$ cat src/sv/dsbf_pkg.sv
// ----------------------------------------------------------------------------
// dsbf_pkg
// Shared types and constants for the stored-block framer.
// ----------------------------------------------------------------------------
package dsbf_pkg;

  localparam int MAX_BLOCK   = 65535;
  localparam int BLOCK_MOD   = MAX_BLOCK % 65536;
  localparam int BLOCK_LIMIT = (BLOCK_MOD == 0) ? 1 : BLOCK_MOD;

  localparam int QUEUE_DEPTH = 4;
  localparam int QPTR_W      = $clog2(QUEUE_DEPTH);

  typedef enum logic {
    CMD_START = 1'b0,
    CMD_BYTE  = 1'b1
  } cmd_e;

  // output positions within one job
  typedef enum logic [2:0] {
    POS_BFINAL = 3'd0,
    POS_LEN_LO = 3'd1,
    POS_LEN_HI = 3'd2,
    POS_NLN_LO = 3'd3,
    POS_NLN_HI = 3'd4,
    POS_DATA   = 3'd5
  } pos_e;

  localparam logic [7:0] BFINAL_SET = 8'h01;
  localparam logic [7:0] BFINAL_CLR = 8'h00;

  typedef struct packed {
    logic        hdr;
    logic        final_blk;
    logic [15:0] len;
    logic        has_data;
    logic [7:0]  data;
    logic        done;
    logic        err;
  } job_t;

endpackage

$ cat src/sv/dsbf_if.sv
// ----------------------------------------------------------------------------
// dsbf_if
// Channel interfaces: input items, result bytes and configuration writes.
// ----------------------------------------------------------------------------
interface dsbf_in_if;
  logic       valid;
  logic       ready;
  logic       command;
  logic [7:0] data_byte;
  modport source (output valid, output command, output data_byte, input ready);
  modport sink   (input valid, input command, input data_byte, output ready);
endinterface

interface dsbf_out_if;
  logic       valid;
  logic       ready;
  logic [7:0] out_byte;
  logic       run_last;
  logic       stream_done;
  logic       error_flag;
  modport source (output valid, output out_byte, output run_last, output stream_done,
                  output error_flag, input ready);
  modport sink   (input valid, input out_byte, input run_last, input stream_done,
                  input error_flag, output ready);
endinterface

interface dsbf_cfg_if;
  logic        valid;
  logic        ready;
  logic [31:0] total_length;
  modport source (output valid, output total_length, input ready);
  modport sink   (input valid, input total_length, output ready);
endinterface

$ cat src/sv/dsbf_front.sv
// ----------------------------------------------------------------------------
// dsbf_front
// Takes input items, tracks stream and block counts, and issues framing jobs.
// ----------------------------------------------------------------------------
module dsbf_front
  import dsbf_pkg::*;
(
  input  logic       clk_i,
  input  logic       rst_ni,
  dsbf_in_if.sink    in_i,
  dsbf_cfg_if.sink   cfg_i,
  input  logic       full_i,
  output logic       push_o,
  output job_t       job_o
);

  localparam logic [15:0] LIM16 = 16'(BLOCK_LIMIT);
  localparam logic [31:0] LIM32 = 32'(BLOCK_LIMIT);

  logic [31:0] total_q;
  logic [31:0] rem_q, rem_d;
  logic [15:0] blk_q, blk_d;
  logic        active_q, active_d;
  logic        acc;
  logic [15:0] amount, base;

  assign in_i.ready  = !full_i;
  assign cfg_i.ready = 1'b1;
  assign acc         = in_i.valid && !full_i;

  always_comb begin
    rem_d    = rem_q;
    blk_d    = blk_q;
    active_d = active_q;
    push_o   = 1'b0;
    job_o    = '0;
    amount   = (rem_q < LIM32) ? rem_q[15:0] : LIM16;
    base     = (blk_q == 16'd0) ? amount : blk_q;
    if (acc) begin
      if (in_i.command == CMD_START) begin
        rem_d = total_q;
        blk_d = 16'd0;
        if (total_q == 32'd0) begin
          active_d        = 1'b0;
          push_o          = 1'b1;
          job_o.hdr       = 1'b1;
          job_o.final_blk = 1'b1;
          job_o.done      = 1'b1;
        end else begin
          active_d = 1'b1;
        end
      end else if (!active_q || rem_q == 32'd0) begin
        push_o         = 1'b1;
        job_o.has_data = 1'b1;
        job_o.err      = 1'b1;
      end else begin
        push_o          = 1'b1;
        job_o.hdr       = (blk_q == 16'd0);
        job_o.final_blk = (rem_q <= LIM32);
        job_o.len       = amount;
        job_o.has_data  = 1'b1;
        job_o.data      = in_i.data_byte;
        rem_d           = rem_q - 32'd1;
        blk_d           = base - 16'd1;
        if (rem_q == 32'd1) begin
          job_o.done = 1'b1;
          active_d   = 1'b0;
          blk_d      = 16'd0;
        end
      end
    end
  end

  always_ff @(posedge clk_i or negedge rst_ni) begin
    if (!rst_ni) begin
      total_q  <= '0;
      rem_q    <= '0;
      blk_q    <= '0;
      active_q <= 1'b0;
    end else begin
      if (cfg_i.valid) begin
        total_q <= cfg_i.total_length;
      end
      rem_q    <= rem_d;
      blk_q    <= blk_d;
      active_q <= active_d;
    end
  end

endmodule

$ cat src/sv/dsbf_queue.sv
// ----------------------------------------------------------------------------
// dsbf_queue
// Short job queue between the front and the back.
// ----------------------------------------------------------------------------
module dsbf_queue
  import dsbf_pkg::*;
(
  input  logic clk_i,
  input  logic rst_ni,
  input  logic push_i,
  input  job_t job_i,
  output logic full_o,
  input  logic pop_i,
  output logic empty_o,
  output job_t head_o
);

  job_t              mem_q [QUEUE_DEPTH];
  logic [QPTR_W-1:0] wr_q, rd_q;
  logic [QPTR_W:0]   cnt_q;
  logic              do_push, do_pop;

  assign full_o  = (cnt_q == (QPTR_W+1)'(QUEUE_DEPTH));
  assign empty_o = (cnt_q == '0);
  assign head_o  = mem_q[rd_q];
  assign do_push = push_i && !full_o;
  assign do_pop  = pop_i && !empty_o;

  always_ff @(posedge clk_i) begin
    if (do_push) begin
      mem_q[wr_q] <= job_i;
    end
  end

  always_ff @(posedge clk_i or negedge rst_ni) begin
    if (!rst_ni) begin
      wr_q  <= '0;
      rd_q  <= '0;
      cnt_q <= '0;
    end else begin
      if (do_push) begin
        wr_q <= wr_q + 1'b1;
      end
      if (do_pop) begin
        rd_q <= rd_q + 1'b1;
      end
      if (do_push && !do_pop) begin
        cnt_q <= cnt_q + 1'b1;
      end else if (do_pop && !do_push) begin
        cnt_q <= cnt_q - 1'b1;
      end
    end
  end

endmodule

$ cat src/sv/dsbf_back.sv
// ----------------------------------------------------------------------------
// dsbf_back
// Expands each job into header and data bytes through an output register.
// ----------------------------------------------------------------------------
module dsbf_back
  import dsbf_pkg::*;
(
  input  logic      clk_i,
  input  logic      rst_ni,
  input  logic      empty_i,
  input  job_t      head_i,
  output logic      pop_o,
  dsbf_out_if.source out_o
);

  logic [2:0] cnt_q, cnt_d;
  logic [2:0] pos;
  logic       last;
  logic       adv;
  logic [7:0] byte_d;
  logic       vld_q;
  logic [7:0] byte_q;
  logic       last_q, done_q, err_q;

  assign pos  = head_i.hdr ? cnt_q : POS_DATA;
  assign last = head_i.has_data ? (pos == POS_DATA) : (pos == POS_NLN_HI);
  assign adv  = !empty_i && (!vld_q || out_o.ready);
  assign pop_o = adv && last;

  always_comb begin
    unique case (pos)
      POS_BFINAL: byte_d = head_i.final_blk ? BFINAL_SET : BFINAL_CLR;
      POS_LEN_LO: byte_d = head_i.len[7:0];
      POS_LEN_HI: byte_d = head_i.len[15:8];
      POS_NLN_LO: byte_d = ~head_i.len[7:0];
      POS_NLN_HI: byte_d = ~head_i.len[15:8];
      default:    byte_d = head_i.data;
    endcase
    cnt_d = cnt_q;
    if (adv) begin
      cnt_d = last ? 3'd0 : cnt_q + 3'd1;
    end
  end

  always_ff @(posedge clk_i or negedge rst_ni) begin
    if (!rst_ni) begin
      cnt_q <= '0;
      vld_q <= 1'b0;
    end else begin
      cnt_q <= cnt_d;
      if (adv) begin
        vld_q <= 1'b1;
      end else if (out_o.ready) begin
        vld_q <= 1'b0;
      end
    end
  end

  always_ff @(posedge clk_i) begin
    if (adv) begin
      byte_q <= byte_d;
      last_q <= last;
      done_q <= last && head_i.done;
      err_q  <= head_i.err;
    end
  end

  assign out_o.valid       = vld_q;
  assign out_o.out_byte    = byte_q;
  assign out_o.run_last    = last_q;
  assign out_o.stream_done = done_q;
  assign out_o.error_flag  = err_q;

endmodule

$ cat src/sv/deflate_stored_block_framer.sv
// ----------------------------------------------------------------------------
// deflate_stored_block_framer
// Frames a byte stream of declared length into stored deflate blocks.
// ----------------------------------------------------------------------------
//  channel  dir  payload                                   transfer when
//  in_i     in   command, data_byte                        valid && ready
//  cfg_i    in   total_length                              valid (ready tied high)
//  out_o    out  out_byte, run_last, stream_done, error_flag  valid && ready
//
//  the front takes one item a cycle while the job queue has room
//  the back sends one byte a cycle: a byte item gives one byte, or six when
//  it opens a block; an empty stream gives five; the output port sets the pace
//  reset clears counts, stream state, queue pointers and the output valid
//  a stalled output fills the four-entry job queue, then in_i.ready falls
// ----------------------------------------------------------------------------
module deflate_stored_block_framer
  import dsbf_pkg::*;
(
  input  logic        clk_i,
  input  logic        rst_ni,
  dsbf_in_if.sink     in_i,
  dsbf_cfg_if.sink    cfg_i,
  dsbf_out_if.source  out_o
);

  logic push, full, pop, empty;
  job_t push_job, head_job;

  dsbf_front u_front (
    .clk_i  (clk_i),
    .rst_ni (rst_ni),
    .in_i   (in_i),
    .cfg_i  (cfg_i),
    .full_i (full),
    .push_o (push),
    .job_o  (push_job)
  );

  dsbf_queue u_queue (
    .clk_i   (clk_i),
    .rst_ni  (rst_ni),
    .push_i  (push),
    .job_i   (push_job),
    .full_o  (full),
    .pop_i   (pop),
    .empty_o (empty),
    .head_o  (head_job)
  );

  dsbf_back u_back (
    .clk_i   (clk_i),
    .rst_ni  (rst_ni),
    .empty_i (empty),
    .head_i  (head_job),
    .pop_o   (pop),
    .out_o   (out_o)
  );

  // no job dropped at a full queue
  assert property (@(posedge clk_i) disable iff (!rst_ni) !(push && full))
    else $error("job pushed into full queue");

  // no pop from an empty queue
  assert property (@(posedge clk_i) disable iff (!rst_ni) !(pop && empty))
    else $error("job popped from empty queue");

  // an error result is a single closing byte that ends no stream
  assert property (@(posedge clk_i) disable iff (!rst_ni)
    out_o.valid && out_o.error_flag |-> out_o.run_last && !out_o.stream_done)
    else $error("error result malformed");

  // stream end only on the last byte of an item
  assert property (@(posedge clk_i) disable iff (!rst_ni)
    out_o.valid && out_o.stream_done |-> out_o.run_last)
    else $error("stream end not on last byte");

endmodule
$ cat src/flat_wrapper.sv
// flat-port wrapper written by rule: the top's interface ports become plain ports
module deflate_stored_block_framer_flat import dsbf_pkg::*;
  (clk_i, rst_ni, in_i_valid, in_i_command, in_i_data_byte, in_i_ready, cfg_i_valid, cfg_i_total_length, cfg_i_ready, out_o_valid, out_o_out_byte, out_o_run_last, out_o_stream_done, out_o_error_flag, out_o_ready);
  dsbf_in_if in_i_i ();
  dsbf_cfg_if cfg_i_i ();
  dsbf_out_if out_o_i ();
  input  logic clk_i;
  input  logic rst_ni;
  input wire logic [$bits(in_i_i.valid)-1:0] in_i_valid;
  input wire logic [$bits(in_i_i.command)-1:0] in_i_command;
  input wire logic [$bits(in_i_i.data_byte)-1:0] in_i_data_byte;
  output wire logic [$bits(in_i_i.ready)-1:0] in_i_ready;
  input wire logic [$bits(cfg_i_i.valid)-1:0] cfg_i_valid;
  input wire logic [$bits(cfg_i_i.total_length)-1:0] cfg_i_total_length;
  output wire logic [$bits(cfg_i_i.ready)-1:0] cfg_i_ready;
  output wire logic [$bits(out_o_i.valid)-1:0] out_o_valid;
  output wire logic [$bits(out_o_i.out_byte)-1:0] out_o_out_byte;
  output wire logic [$bits(out_o_i.run_last)-1:0] out_o_run_last;
  output wire logic [$bits(out_o_i.stream_done)-1:0] out_o_stream_done;
  output wire logic [$bits(out_o_i.error_flag)-1:0] out_o_error_flag;
  input wire logic [$bits(out_o_i.ready)-1:0] out_o_ready;
  assign in_i_i.valid = in_i_valid;
  assign in_i_i.command = in_i_command;
  assign in_i_i.data_byte = in_i_data_byte;
  assign in_i_ready = in_i_i.ready;
  assign cfg_i_i.valid = cfg_i_valid;
  assign cfg_i_i.total_length = cfg_i_total_length;
  assign cfg_i_ready = cfg_i_i.ready;
  assign out_o_valid = out_o_i.valid;
  assign out_o_out_byte = out_o_i.out_byte;
  assign out_o_run_last = out_o_i.run_last;
  assign out_o_stream_done = out_o_i.stream_done;
  assign out_o_error_flag = out_o_i.error_flag;
  assign out_o_i.ready = out_o_ready;
  deflate_stored_block_framer u_core (.clk_i(clk_i), .rst_ni(rst_ni), .in_i(in_i_i), .cfg_i(cfg_i_i), .out_o(out_o_i));
endmodule
$ cat config.mk
export PLATFORM = sky130hd
export DESIGN_NAME = deflate_stored_block_framer_flat
export DESIGN_NICKNAME = d
export VERILOG_FILES = /design/src/sv/dsbf_pkg.sv /design/src/sv/dsbf_if.sv /design/src/sv/dsbf_front.sv /design/src/sv/dsbf_queue.sv /design/src/sv/dsbf_back.sv /design/src/sv/deflate_stored_block_framer.sv /design/src/flat_wrapper.sv
export SDC_FILE = /design/constraint.sdc
export NUM_CORES = 1
export LEC_CHECK = 0
export BUFFER_PORTS_ARGS = -buffer_cell sky130_fd_sc_hd__buf_2
export CELL_PAD_IN_SITES_DETAIL_PLACEMENT = 1
export CELL_PAD_IN_SITES_GLOBAL_PLACEMENT = 2
export CORE_UTILIZATION = 43
export CTS_CLUSTER_DIAMETER = 40
export DETAILED_ROUTE_END_ITERATION = 16
export PLACE_DENSITY = 0.87
export RECOVER_POWER = 100
export REMOVE_ABC_BUFFERS = 1
export SYNTH_ARGS = -nofsm -noshare
export SYNTH_HDL_FRONTEND = slang
export SYNTH_HIERARCHICAL = 1
export SYNTH_SLANG_ARGS = --single-unit
$ cat constraint.sdc
create_clock -name clk_i -period 3.9 [get_ports clk_i]
set_input_delay 0.78 -clock clk_i [delete_from_list [all_inputs] [get_ports clk_i]]
set_output_delay 0.78 -clock clk_i [all_outputs]
set_load 0.01 [all_outputs]
# After elaboration in Yosys (flattened, before gate mapping)
# Memories as Yosys holds them, arrays and structs flattened.
# Index checks and enable logic that the tools add are counted.
# W data, S select, Z words.
# totals
reg_bits	103
ramBits	116
inputBits	46
memories	1
# mem_list
name	depth	word_bits	read_ports	rd_clocked_by_memory_dff	wr	line	text
u_core.u_queue.mem_q	4	29	1	0	1	dsbf_queue.sv:18	job_t mem_q [QUEUE_DEPTH];
# op_classes
add_sub_neg	7
n_lt_le_gt_ge	2
eq_ne	9
muxes	35
n_bitwise	2
n_reduce_logical	25
# op_table
operator	n
$mux W16	5
$logic_not A32 Y1	2
$mux W32	2
$pmux W8 S5	1
$eq A32 B1 Y1 const B	1
$le A32 B16 Y1 const B	1
$lt A32 B16 Y1 const B	1
$sub A32 B1 Y32 const B	1
$mux W29	1
$mux W25	1
$mux W18	1
$mux W1	17
$logic_not A16 Y1	1
$not A8 Y8	2
$sub A16 B1 Y16 const B	1
$mux W3	4
$eq A3 B3 Y1 const B	3
$mux W9	1
$logic_and A1 B1 Y1	8
$add A3 B1 Y3 const B	2
$eq A3 B2 Y1 const B	2
$logic_not A1 Y1	6
$logic_not A3 Y1	2
$add A2 B1 Y2 const B	2
9 further kinds	12

# Longest topological paths before layout
# depth
depth_word	9
ltp_mapped	14
mapped_depth_nobuf	14

# By module
# The synthesis kept the hierarchy.
# modules_own_cells
mod	n_inst	cells_each	area_each_um2	seq_area_each_um2
dsbf_front	1	578	5026.1	2026.9
dsbf_queue	1	187	4608.2	3658.5
dsbf_back	1	91	920.9	430.4

# Least setup slack after synthesis
# OpenSTA, ideal clock, no wires.
# synth_path
path_type	register to register
startpoint	reg u_core.u_front.rem_q[28]
endpoint	reg u_core.u_front.blk_q[12]
setup_ns	0.121
t_arrival_ns	3.138
t_required_ns	3.779
setup_slack_ns	0.641
path_stages_with_launch	15
cell_sequence	dfrtp_1 -> nor4_4 -> nand4_2 -> buf_4 -> nor2_1 -> a21oi_1 -> nor2_1 -> ha_1 -> nor3b_1 -> nand2b_1 -> nor2_1 -> o221ai_2 -> a211oi_2 -> o21ai_0 -> a22o_1
# synth_via
elab_chain_len	7
elab_cells_between_ends	12
# synth_rtl
element	line	text
from (decl)	dsbf_front.sv:21	logic [31:0] rem_q, rem_d;
from (signal assigned)	dsbf_front.sv:84	rem_q <= rem_d;
$lt A32 B16 Y1	dsbf_front.sv:37	amount = (rem_q < LIM32) ? rem_q[15:0] : LIM16;
$mux W16	dsbf_front.sv:37	
$mux W16	dsbf_front.sv:38	base = (blk_q == 16'd0) ? amount : blk_q;
$sub A16 B1 Y16	dsbf_front.sv:64	blk_d = base - 16'd1;
$mux W16	dsbf_front.sv:65	if (rem_q == 32'd1) begin
$mux W16	dsbf_front.sv:52	end else if (!active_q || rem_q == 32'd0) begin
$mux W16	dsbf_front.sv:40	if (in_i.command == CMD_START) begin
to (signal assigned)	dsbf_front.sv:85	blk_q <= blk_d;
to (decl)	dsbf_front.sv:22	logic [15:0] blk_q, blk_d;
# Parallel ways exist; a longest one is shown, timed or not. The select of a mux whose other input is x is not followed.
# A chain may end at the register's enable or synchronous reset.

# Worst setup path in the final report
# layout_path
startpoint	reg u_core.u_front.rem_q[12]
endpoint	reg u_core.u_front.blk_q[6]
# The elaborated chain is that of the path after synthesis.

==> reports/metrics.cfg <==
[status]
run_status=finished, violations left
violations=capacitance limit, slew limit

[power_and_ir_drop]
powerDensity_mw_per_mm2=798.9
leakage_nw=4.644
ir_drop_mv=0.3662

[global_routing]
grt_pass1_vias=8038
grt_pass1_wl_mm=45.12
grt_overflow=0
grt_use_total_pct=23.94
antenna_found_initial=0
grt_max_degree=52

[setup_path]
worstSetupPathType=flip-flop to flip-flop
worstSetupEndpointType=flip-flop
crit_arrival_ns=4.02
worstPathMaxFanout=17
cp-start-kind=flip-flop
crit_required_ns=4.32

[route]
ant_nets=0
wl_mm=28.53
drtPass1Iterations=4
drcViolationCount=0
wl_per_cell_um=22.29
drt-initial-drc-count=369
viasPerCell=5.836
vias=7470

[synth]
synth-seq-cells=219
synth_edf_count=127
ys.flop_type=edfxtp_1
synth_warnings=6
syn_inst=856
yosysUniqueCellTypes=77
ys_seq_area_share_pct=57.94
syn_area_sq_mm=0.01056
syn_avg_cell_area_sq_um=12.33
postSynth.asyncResetShare_pct=42.01

[sta]
final.period_utilization_pct=92.12
slew_violations=92
maxSlewHeadroom_pct=-69.29
post-route-min-period_ns=3.593
setup_viol=0
tightest_slew_ns=2.539
rsz0062_at_grt=false
tns_ns=0
fmax_ghz=0.2783
skew_ns=0.02420
hold_viol_final=0

[layout]
antennaDiodeCount=0
fin_util_pct=52.28
drive_gt1_share_pct=22.37
areaGrowthSynthToFinish_pct=17.64
finalNonFillerCells=1280
fin_nets=991
final_common_cell=edfxtp_1
fillers=2455
layout_common_cells=127 x edfxtp_1, 92 x dfrtp_1, 66 x nor2_1

[cts]
ctsHoldBuffers=0
insertion_delay_ns=0.52
cts_max_path_buffers=3
htreeDepth=2
post_cts_buffers=0
cts_tree=done
cts_made_buffers=36
root_buffer=clkbuf_16
cts_sinks=219
cts.clk_slew.worst_paths_ns=0.05
cts_resized=0

[die]
row_count=56
die_w_um=158.7
die-area_sq_mm=0.02518
start_util_pct=44.44
die_y_um=158.7
ioPinCount=60
design.core.area_sq_mm=0.02375

[worst_hold_path]
hold_class=input port to flip-flop

[flow_run]
drv_cap=3

[place]
place_inst=1214
port-buffer-count=58
gp_congestion=0.8198
dp_hpwl_mm=18.86

metal layers:
| metal | share of wire (%) | wire [um] | track usage (%) | vias to the layer above |
|---|---|---|---|---|
| met5 | 0 | 0 | 0 | - |
| met4 | 3.1 | 878 | 9.890 | 0 |
| met3 | 4.9 | 1389 | 4.056 | 64 |
| met2 | 51 | 14460 | 41.29 | 196 |
| met1 | 41 | 11810 | 29.75 | 3775 |
| li1 | - | - | - | 3435 |
report_power, final:
| group | switching, W | total [W] | leakage, nW | internal, W |
|---|---|---|---|---|
| combinational | 0.00180 | 0.00305 | 1.77 | 0.00126 |
| clock | 0.00118 | 0.00326 | 0.596 | 0.00208 |
| sequential | 0.000548 | 0.00361 | 2.28 | 0.00306 |
worst max-delay path, cell delays in order, from the launching register on:
cell and delay, ns:
dfrtp_1 0.46, nor4_1 0.54, nand3_1 0.28, o41a_1 0.75, o21ai_1 0.87, clkbuf_2 0.37, a21oi_1 0.07, o22ai_1 0.16
Yosys cell counts, types with 7 or more instances:
master	instances	area [sq um]
nand2_1	60	225.2
a22o_1	8	70.07
o21ai_0	45	225.2
nor2b_1	7	43.79
dfrtp_1	92	2302
clkbuf_1	29	108.9
ha_1	11	137.6
a221oi_1	7	61.31
nand3_1	22	110.1
and2_1	9	56.30
or3_1	7	43.79
nor3_1	10	50.05
o22ai_1	32	200.2
o2bb2ai_1	7	61.31
edfxtp_1	127	3814
nor2_1	66	247.7
nand2b_1	10	62.56
mux4_2	29	653.1
inv_1	25	93.84
nand4_1	14	87.58
mux2i_1	11	110.1
and3_1	11	68.82
buf_2	13	65.06
a21oi_1	62	310.3
nor4_1	18	112.6
mux2_2	35	394.1
flip-flops by register name, indices dropped and copies added (netlist names):
signal                           count
u_core/u_back/out_o.valid            1
u_core/u_queue/cnt_q                 3
u_core/u_back/out_o.stream_done      1
u_core/u_back/out_o.error_flag       1
u_core/u_front/total_q              32
u_core/u_front/active_q              1
u_core/u_front/rem_q                32
u_core/u_queue/wr_q                  2
u_core/u_queue/mem_q               116
u_core/u_back/out_o.out_byte         8
u_core/u_queue/rd_q                  2
u_core/u_back/out_o.run_last         1
u_core/u_back/cnt_q                  3
u_core/u_front/blk_q                16
worst paths after layout:
| kind | start | to | slack [ns] | depth (start not counted) |
|---|---|---|---|---|
| min in group asynchronous | rst_ni | u_core/u_front/total_q[30]$_DFFE_PN0P_ | 1.04 | 1 |
| worst min register to register | u_core/u_queue/cnt_q[2]$_DFFE_PN0P_ | u_core/u_queue/cnt_q[2]$_DFFE_PN0P_ | 0.49 | 1 |
| max in group asynchronous | rst_ni | u_core/u_front/rem_q[1]$_DFFE_PN0P_ | 1.39 | 1 |
| worst min-delay path | cfg_i_total_length[6] | u_core/u_front/total_q[6]$_DFFE_PN0P_ | 0.48 | 3 |
| worst max-delay path | u_core/u_front/rem_q[12]$_DFFE_PN0P_ | u_core/u_front/blk_q[6]$_DFFE_PN0P_ | 0.31 | 7 |
| worst max register to register | u_core/u_front/rem_q[12]$_DFFE_PN0P_ | u_core/u_front/blk_q[6]$_DFFE_PN0P_ | 0.31 | 7 |
through the flow:
stage / total power (W) / worst slack (ns) / cell area, sq um / hold WS (ns)
floorplan: 0.005604 / 0.008316 / 10310 / 0.4453
global route: 0.01044 / 0.08573 / 12420 / 0.4789
CTS: 0.01007 / 0.3926 / 12510 / 0.2855
detailed placement: 0.006719 / 0.4206 / 11260 / 0.4837
global placement: 0.006556 / 0.5958 / 11260 / 0.4663
finish: 0.009920 / 0.3072 / 12420 / 0.4829
cell families after synthesis:
family / Yosys count / share of synthesized area [%]
mux: 76 / 11.11
compound gates: 198 / 12.16
xor+xnor: 8 / 0.6638
flops: 219 / 57.94
simple gates: 266 / 13.38
fa+ha+maj: 12 / 1.494
buf+inv: 76 / 3.212
other cells: 1 / 0.03553
final cells by class:
cell class,count,area [sq um],area share [%]
clock buffers,42,965.9,7.779
clock inverters,24,290.3,2.338
inverters,26,97.59,0.7860
multi-input cells,561,4070,32.78
flip-flops and latches,219,6116,49.25
well taps,319,399.1,3.214
repair buffers,89,478.0,3.849
(Power assumes the default switching activity.)
